===== config.mk =====
export PLATFORM = sky130hd
export DESIGN_NAME = epoch_seconds_to_utc_datetime
export DESIGN_NICKNAME = d
export VERILOG_FILES = /design/src/etu_pkg.sv /design/src/etu_div.sv /design/src/epoch_seconds_to_utc_datetime.sv
export SDC_FILE = /design/constraint.sdc
export NUM_CORES = 2
export LEC_CHECK = 0
export BUFFER_PORTS_ARGS = -buffer_cell sky130_fd_sc_hd__buf_2
export CAP_MARGIN = 20
export CORE_MARGIN = 2
export CORE_UTILIZATION = 65
export CTS_CLUSTER_SIZE = 20
export DETAILED_ROUTE_END_ITERATION = 8
export HOLD_SLACK_MARGIN = 0.06
export PLACE_DENSITY = 0.83
export SLEW_MARGIN = 15
export SYNTH_ARGS = -nofsm -noshare
export SYNTH_HDL_FRONTEND = slang
export SYNTH_SLANG_ARGS = --single-unit
export TNS_END_PERCENT = 50

===== constraint.sdc =====
create_clock -name clk -period 14.9 [get_ports clk]
set_input_delay 1.49 -clock clk [delete_from_list [all_inputs] [get_ports clk]]
set_output_delay 1.49 -clock clk [all_outputs]
set_load 0.005 [all_outputs]

===== src/etu_pkg.sv =====
// Shared constants and types for the epoch seconds to UTC date and time converter.
package etu_pkg;

  localparam int DivW  = 32;
  localparam int DvsW  = 21;
  localparam int MagW  = 23;
  localparam int ShW   = 6;
  localparam int ProdW = DivW + MagW;

  localparam logic [63:0] SecMin     = 64'hFFFF_FFF1_886E_0900; // -62135596800
  localparam logic [63:0] SecMax     = 64'd253402300799;
  localparam logic [38:0] SecToYear1 = 39'd62135596800;
  localparam logic [22:0] DayOffset  = 23'd1789995;

  localparam logic [1:0] StatOk   = 2'd0;
  localparam logic [1:0] StatLow  = 2'd1;
  localparam logic [1:0] StatHigh = 2'd2;

  typedef enum logic [3:0] {
    ST_IDLE, ST_DAY, ST_HOUR, ST_MIN, ST_MIN2, ST_N, ST_I, ST_J, ST_K, ST_L, ST_FRAC, ST_OUT
  } state_t;

  typedef enum logic [1:0] {
    DV_IDLE, DV_EST, DV_BACK, DV_FIX
  } div_state_t;

  typedef struct packed {
    logic [DivW-1:0] dividend;
    logic [DvsW-1:0] divisor;
    logic [MagW-1:0] magic;
    logic [ShW-1:0]  shift;
  } div_req_t;

endpackage


===== src/etu_div.sv =====
// Shared divide-by-constant unit built on one multiplier: reciprocal estimate, multiply back, correct.
module etu_div (
  input  logic                        clk,
  input  logic                        rst,
  input  logic                        start,
  input  etu_pkg::div_req_t           req,
  output logic                        done,
  output logic [etu_pkg::DivW-1:0]    quotient,
  output logic [etu_pkg::DvsW-1:0]    remainder
);

  etu_pkg::div_state_t         dstate, dstate_next;
  logic [etu_pkg::DivW-1:0]    dvd;
  logic [etu_pkg::DvsW-1:0]    dvs;
  logic [etu_pkg::MagW-1:0]    mag;
  logic [etu_pkg::ShW-1:0]     sh;
  logic [etu_pkg::DivW-1:0]    est;
  logic [etu_pkg::DivW-1:0]    rest;
  logic [etu_pkg::DivW-1:0]    mul_a;
  logic [etu_pkg::MagW-1:0]    mul_b;
  logic [etu_pkg::ProdW-1:0]   prod;
  logic                        fits;

  // The magic value is the floor of two to the shift over the divisor, and the dividend is
  // below two to the shift, so the estimate is the quotient or one less.
  assign prod = etu_pkg::ProdW'(mul_a) * etu_pkg::ProdW'(mul_b);
  assign fits = rest >= etu_pkg::DivW'(dvs);

  always_ff @(posedge clk) begin
    if (rst) begin
      dstate <= etu_pkg::DV_IDLE;
    end else begin
      dstate <= dstate_next;
    end
  end

  always_comb begin
    dstate_next = dstate;
    mul_a       = est;
    mul_b       = etu_pkg::MagW'(dvs);
    unique case (dstate)
      etu_pkg::DV_IDLE: begin
        if (start) begin
          dstate_next = etu_pkg::DV_EST;
        end
      end
      etu_pkg::DV_EST: begin
        mul_a       = dvd;
        mul_b       = mag;
        dstate_next = etu_pkg::DV_BACK;
      end
      etu_pkg::DV_BACK: dstate_next = etu_pkg::DV_FIX;
      etu_pkg::DV_FIX:  dstate_next = etu_pkg::DV_IDLE;
      default:          dstate_next = etu_pkg::DV_IDLE;
    endcase
  end

  always_ff @(posedge clk) begin
    if (rst) begin
      done <= 1'b0;
    end else begin
      done <= 1'b0;
      unique case (dstate)
        etu_pkg::DV_IDLE: begin
          if (start) begin
            dvd <= req.dividend;
            dvs <= req.divisor;
            mag <= req.magic;
            sh  <= req.shift;
          end
        end
        etu_pkg::DV_EST: est <= etu_pkg::DivW'(prod >> sh);
        etu_pkg::DV_BACK: rest <= dvd - prod[etu_pkg::DivW-1:0];
        etu_pkg::DV_FIX: begin
          done <= 1'b1;
          if (fits) begin
            quotient  <= est + etu_pkg::DivW'(1);
            remainder <= etu_pkg::DvsW'(rest - etu_pkg::DivW'(dvs));
          end else begin
            quotient  <= est;
            remainder <= rest[etu_pkg::DvsW-1:0];
          end
        end
        default: ;
      endcase
    end
  end

endmodule


===== src/epoch_seconds_to_utc_datetime.sv =====
// Top level of the epoch seconds to UTC calendar date and time converter.
// The block takes one beat at a time and is not ready again until its result beat has been
// accepted. Every division is by a constant and runs through one shared unit that multiplies
// by a reciprocal, multiplies back and corrects once. Nine divisions give the date and time
// of day. Nonzero nanos add one division per trimmed group of three zeros plus a final one,
// up to four in all. Out-of-range seconds skip the divisions and give a result in the cycle
// after acceptance.
module epoch_seconds_to_utc_datetime (
  input  logic        clk,
  input  logic        rst,
  input  logic        s_tvalid,
  output logic        s_tready,
  input  logic [95:0] s_tdata,  // seconds[63:0], nanos[95:64]
  output logic        m_tvalid,
  input  logic        m_tready,
  output logic [79:0] m_tdata   // status, year, month, day, hour, minute, second,
                                // has_fraction, fraction_value, fraction_digits, pad
);

  etu_pkg::state_t state, state_next;
  logic launched, launched_next;
  logic div_start, div_done;
  etu_pkg::div_req_t req;
  logic [etu_pkg::DivW-1:0] q;
  logic [etu_pkg::DvsW-1:0] r;

  logic [38:0] sp;
  logic [16:0] rem;
  logic [10:0] mtot;
  logic [22:0] l;
  logic [7:0]  n;
  logic [9:0]  i;
  logic [6:0]  j;
  logic [1:0]  status;
  logic [13:0] year;
  logic [3:0]  month;
  logic [4:0]  day;
  logic [4:0]  hour;
  logic [5:0]  minute;
  logic [5:0]  second;
  logic        has_fraction;
  logic [31:0] fraction_value;
  logic [3:0]  fraction_digits;

  logic [63:0] sec_in;
  logic [31:0] nanos_in;
  logic        too_low, too_high;

  assign sec_in   = s_tdata[63:0];
  assign nanos_in = s_tdata[95:64];
  assign too_low  = $signed(sec_in) < $signed(etu_pkg::SecMin);
  assign too_high = $signed(sec_in) > $signed(etu_pkg::SecMax);

  assign s_tready = state == etu_pkg::ST_IDLE;
  assign m_tvalid = state == etu_pkg::ST_OUT;
  assign m_tdata  = {1'b0, fraction_digits, fraction_value, has_fraction, second, minute,
                     hour, day, month, year, status};

  etu_div u_div (
    .clk       (clk),
    .rst       (rst),
    .start     (div_start),
    .req       (req),
    .done      (div_done),
    .quotient  (q),
    .remainder (r)
  );

  always_ff @(posedge clk) begin
    if (rst) begin
      state    <= etu_pkg::ST_IDLE;
      launched <= 1'b0;
    end else begin
      state    <= state_next;
      launched <= launched_next;
    end
  end

  always_comb begin
    state_next    = state;
    launched_next = launched;
    div_start     = 1'b0;
    req           = '0;
    unique case (state)
      etu_pkg::ST_IDLE: begin
        if (s_tvalid) begin
          state_next = (too_low || too_high) ? etu_pkg::ST_OUT : etu_pkg::ST_DAY;
        end
      end
      etu_pkg::ST_DAY: req = '{sp[38:7], 21'd675, 23'd6362914, 6'd32};
      etu_pkg::ST_HOUR: req = '{32'(rem), 21'd3600, 23'd36, 6'd17};
      etu_pkg::ST_MIN: req = '{32'(rem), 21'd60, 23'd2184, 6'd17};
      etu_pkg::ST_MIN2: req = '{32'(mtot), 21'd60, 23'd34, 6'd11};
      etu_pkg::ST_N: req = '{32'({l, 2'b00}), 21'd146097, 23'd229, 6'd25};
      etu_pkg::ST_I: req = '{(32'(l) + 32'd1) * 32'd4000, 21'd1461001, 23'd183, 6'd28};
      etu_pkg::ST_J: req = '{32'(l) * 32'd80, 21'd2447, 23'd26, 6'd16};
      etu_pkg::ST_K: req = '{32'(j) * 32'd2447, 21'd80, 23'd819, 6'd16};
      etu_pkg::ST_L: req = '{32'(j), 21'd11, 23'd11, 6'd7};
      etu_pkg::ST_FRAC: req = '{fraction_value, 21'd1000, 23'd4294967, 6'd32};
      etu_pkg::ST_OUT: begin
        if (m_tready) begin
          state_next = etu_pkg::ST_IDLE;
        end
      end
      default: state_next = etu_pkg::ST_IDLE;
    endcase
    if (state != etu_pkg::ST_IDLE && state != etu_pkg::ST_OUT) begin
      if (state == etu_pkg::ST_FRAC && !has_fraction) begin
        state_next = etu_pkg::ST_OUT;
      end else if (!launched) begin
        div_start     = 1'b1;
        launched_next = 1'b1;
      end else if (div_done) begin
        launched_next = 1'b0;
        unique case (state)
          etu_pkg::ST_DAY:  state_next = etu_pkg::ST_HOUR;
          etu_pkg::ST_HOUR: state_next = etu_pkg::ST_MIN;
          etu_pkg::ST_MIN:  state_next = etu_pkg::ST_MIN2;
          etu_pkg::ST_MIN2: state_next = etu_pkg::ST_N;
          etu_pkg::ST_N:    state_next = etu_pkg::ST_I;
          etu_pkg::ST_I:    state_next = etu_pkg::ST_J;
          etu_pkg::ST_J:    state_next = etu_pkg::ST_K;
          etu_pkg::ST_K:    state_next = etu_pkg::ST_L;
          etu_pkg::ST_L:    state_next = etu_pkg::ST_FRAC;
          default:          state_next = (r == '0) ? etu_pkg::ST_FRAC : etu_pkg::ST_OUT;
        endcase
      end
    end
  end

  always_ff @(posedge clk) begin
    if (state == etu_pkg::ST_IDLE && s_tvalid) begin
      status          <= too_low ? etu_pkg::StatLow :
                         (too_high ? etu_pkg::StatHigh : etu_pkg::StatOk);
      sp              <= sec_in[38:0] + etu_pkg::SecToYear1;
      year            <= '0;
      month           <= '0;
      day             <= '0;
      hour            <= '0;
      minute          <= '0;
      second          <= '0;
      has_fraction    <= 1'b0;
      fraction_value  <= '0;
      fraction_digits <= '0;
      if (!too_low && !too_high && nanos_in != '0) begin
        has_fraction    <= 1'b1;
        fraction_value  <= nanos_in[31] ? 32'(~nanos_in + 32'd1) : nanos_in;
        fraction_digits <= 4'd9;
      end
    end else if (launched && div_done) begin
      unique case (state)
        etu_pkg::ST_DAY: begin
          l   <= 23'(q) + etu_pkg::DayOffset;
          rem <= {r[9:0], sp[6:0]};
        end
        etu_pkg::ST_HOUR: hour <= q[4:0];
        etu_pkg::ST_MIN: begin
          second <= r[5:0];
          mtot   <= q[10:0];
        end
        etu_pkg::ST_MIN2: minute <= r[5:0];
        etu_pkg::ST_N: begin
          n <= q[7:0];
          l <= l - 23'((26'd146097 * 26'(q[7:0]) + 26'd3) >> 2);
        end
        etu_pkg::ST_I: begin
          i <= q[9:0];
          l <= l - 23'((23'd1461 * 23'(q[9:0])) >> 2) + 23'd31;
        end
        etu_pkg::ST_J: j <= q[6:0];
        etu_pkg::ST_K: day <= 5'(l - 23'(q[15:0]));
        etu_pkg::ST_L: begin
          month <= 4'(8'(j) + 8'd2 - 8'(8'd12 * 8'(q[3:0])));
          year  <= 14'(16'(16'd100 * (16'(n) - 16'd49)) + 16'(i) + 16'(q[3:0]));
        end
        default: begin
          if (r == '0) begin
            fraction_value  <= q;
            fraction_digits <= fraction_digits - 4'd3;
          end
        end
      endcase
    end
  end

endmodule


==> results by group <==
CTS
  – Clk_lat worst skew: between 600 and 700 ps
  – CTS-repair resized insts: 0
  – Htree depth: 2
  – Clk buf depth: 3
  – Clk root buf: clkbuf_16
  – Cts hold-fix bufs: 0
  – CTS Sinks: between 300 and 400
  – CTS clock-pin slew for the worst setup and hold paths: 60 ps
  – CTS tree: done
  – Post-CTS Setup Inserts: 0
  – CTS buffer count: 45

Global route
  – Pin count of the biggest net entering global routing: 71
  – Initial antenna violation count: 12
  – Vias in the first global route: 51,727
  – Total track usage: between 40% and 50%
  – First-pass GRT wire length: 319.2 mm
  – Remaining Overflow, GRT: 0

Drt
  – Via count: between 50,000 and 60,000
  – Post-DRT Antenna Nets: 0
  – First drt pass iteration count: 9
  – DRC viols: 0
  – DR WL/cell: between 20 and 30 µm
  – Post-DR vias/cell: 6.507
  – Initial DRC count: 7,328
  – Total Routed Length: 213.0 mm

Die
  – Core area: 91,800 µm²
  – Initial core utilization: 65.78%
  – Die H: 308.8 µm
  – Die area: 95,350 µm²
  – Top Ports: 182
  – Die Width: 308.8 µm
  – Row cnt: 111

Finish
  – FF/Latch Area: 11,050 µm²
  – Design area: around 64,000 µm²
  – Area of the multi-input gates: 44,510 µm²
  – Most common cell after layout, fill and taps aside: inv_1
  – Share of layout cells above drive strength 1: 7.671%
  – # fillers: 7,083
  – Most frequent cells in the layout: inv_1, fa_1, ha_1, nand2_1, nor2_1
  – Final #Nets: 8,205
  – Area Overhead vs Synth: 6.792%

Synthesis
  – Number of synthesized flops with an enable pin: roughly 340
  – Largest cells by area after synthesis: fa_1, edfxtp_1, ha_1
  – Post-synth top area share: 25.30%
  – #FFs+latches synth: approximately 380
  – Post-Syn Nets: ~8,100
  – Top FF cell, synth: edfxtp_1
  – Synth area leader: fa_1
  – Syn Std Cell Area: 60,380 µm²
  – Syn Inst Count: about 6,600
  – Warnings, synthesis: 0
  – Syn Area/Cell: between 9 and 10 µm²
  – Yosys cell types: 94
  – Ys async rst share: 0%
  – Sequential share of the synthesized area: 18.30%

Worst setup path
  – Crit end category: flop
  – Critical-path top delay cell: nor4b_1
  – CP required: 15,210 ps
  – Max incr delay on CP: 1000 ps
  – Most used cell, CP: fa_1
  – Critical path launch point type: flop
  – Critical Path AT: 11,690 ps
  – CP max FO: 53
  – Critical path class: reg -> reg

Timing
  – Slew Viols, Final: 0
  – Final setup skew: 46.26 ps
  – Worst-margin pin slew: approximately 1300 ps
  – Final Hold Viols: 0
  – Post-layout minimum cycle time: 11,380 ps
  – RSZ-0062 raised after global routing: false
  – Fin Hold WS: approximately 430 ps
  – Setup violators final: 0
  – Relative slew slack: 14.72%
  – Final period util: 76.36%
  – Fin Setup TNS: 0 ps
  – Fmax: 0.08789 GHz

Outcome
  – Status: completed

Place
  – Placed inst area: around 63,000 µm²
  – PortBufs: 180
  – HPWL after DPL: 174.4 mm
  – GP Congestion: 1.101

Worst hold path
  – Hold crit path type: reg -> reg

Job
  – Max_cap viols: 0
-- cells in the mapped netlist, types with 39 or more instances --
cell type  instances
inv_1           1090
fa_1             763
ha_1             652
nand2_1          625
nor2_1           568
edfxtp_1         336
a21oi_1          293
xnor2_1          227
o21ai_0          202
clkbuf_1         180
xor2_1           139
mux2i_1          107
nand3_1          100
and3_1            87
nor3_1            84
a21o_1            80
o31ai_1           61
mux2_2            54
dfxtp_1           48
nand2b_1          48
nand4_1           48
nor2b_1           46
o211ai_1          46
and2_1            43
o21a_1            40
a211oi_1          39
-- per-layer routing --
layer	share of wire, %	track usage, %	up-vias
met5	0.083	0.9606	-
met4	6.3	22.80	10
met3	15	16.05	741
met2	42	65.53	3450
met1	37	60.29	25395
li1	-	-	22313
-- cell families after synthesis --
kind of cell / share of synthesized area (%)
AO/OA/AOI/OAI: 12.55
XOR/XNOR: 5.309
adder cells (fa/ha/maj): 38.82
buffers and inverters: 8.181
flip-flops: 18.30
multiplexers: 3.564
other: 0.006210
AND/OR/NAND/NOR: 13.27
-- per-stage QoR --
| stage | cells | setup slack [ps] | utilization (%) |
|---|---|---|---|
| 3_3_place_gp | 7881 | 4103 | 68.49 |
| 6_report | 7978 | 3523 | 70.24 |
| 2_1_floorplan | 6571 | 5192 | - |
| 4_1_cts | 7965 | 3925 | 70.17 |
| 5_1_grt | 7972 | 3211 | 70.23 |
| 3_5_place_dp | 7881 | 3975 | 68.49 |
-- state kept, by name, indices dropped and copies added (netlist names), 14 cells and up --
signal	count
sp	39
fraction_value	32
u_div.dvd	32
u_div.est	32
u_div.quotient	32
u_div.rest	32
l	23
u_div.remainder	21
rem	17
u_div.dvs	14
u_div.mag	14
year	14
-- layout make-up --
cell class              instances  share of cell area, %
multi-input cells            4879                  69.02
repair buffers                285                  2.623
clock inverters                25                 0.5064
inverters                    1095                  6.378
flip-flops and latches        384                  17.14
diodes                          8                0.03104
well taps                    1243                  2.412
clock buffers                  59                  1.892
-- final timing paths --
kind                        to  depth (start not counted)       startpoint  slack, ps
setup / recovery  u_div.est[1]                         28  u_div.dstate[1]       3520
hold / removal          rem[0]                          0            sp[0]        430
setup reg to reg  u_div.est[1]                         28  u_div.dstate[1]       3520
hold reg to reg         rem[0]                          0            sp[0]        430
-- critical path: cells and delay by family, from the launching register on --
family | cells | cell delay [ps]
adders and majority gates | 9 | 4510
and+or+nand+nor | 6 | 1980
AOI/OAI and AO/OA | 5 | 1850
buffers and inverters | 6 | 1150
muxes | 1 | 970
DFF | 1 | 330
xor gates and xnor gates | 1 | 270
Power is left out: the tool's default activity adds up to more than one toggle a clock period on the data nets, which glitch-free logic cannot reach.
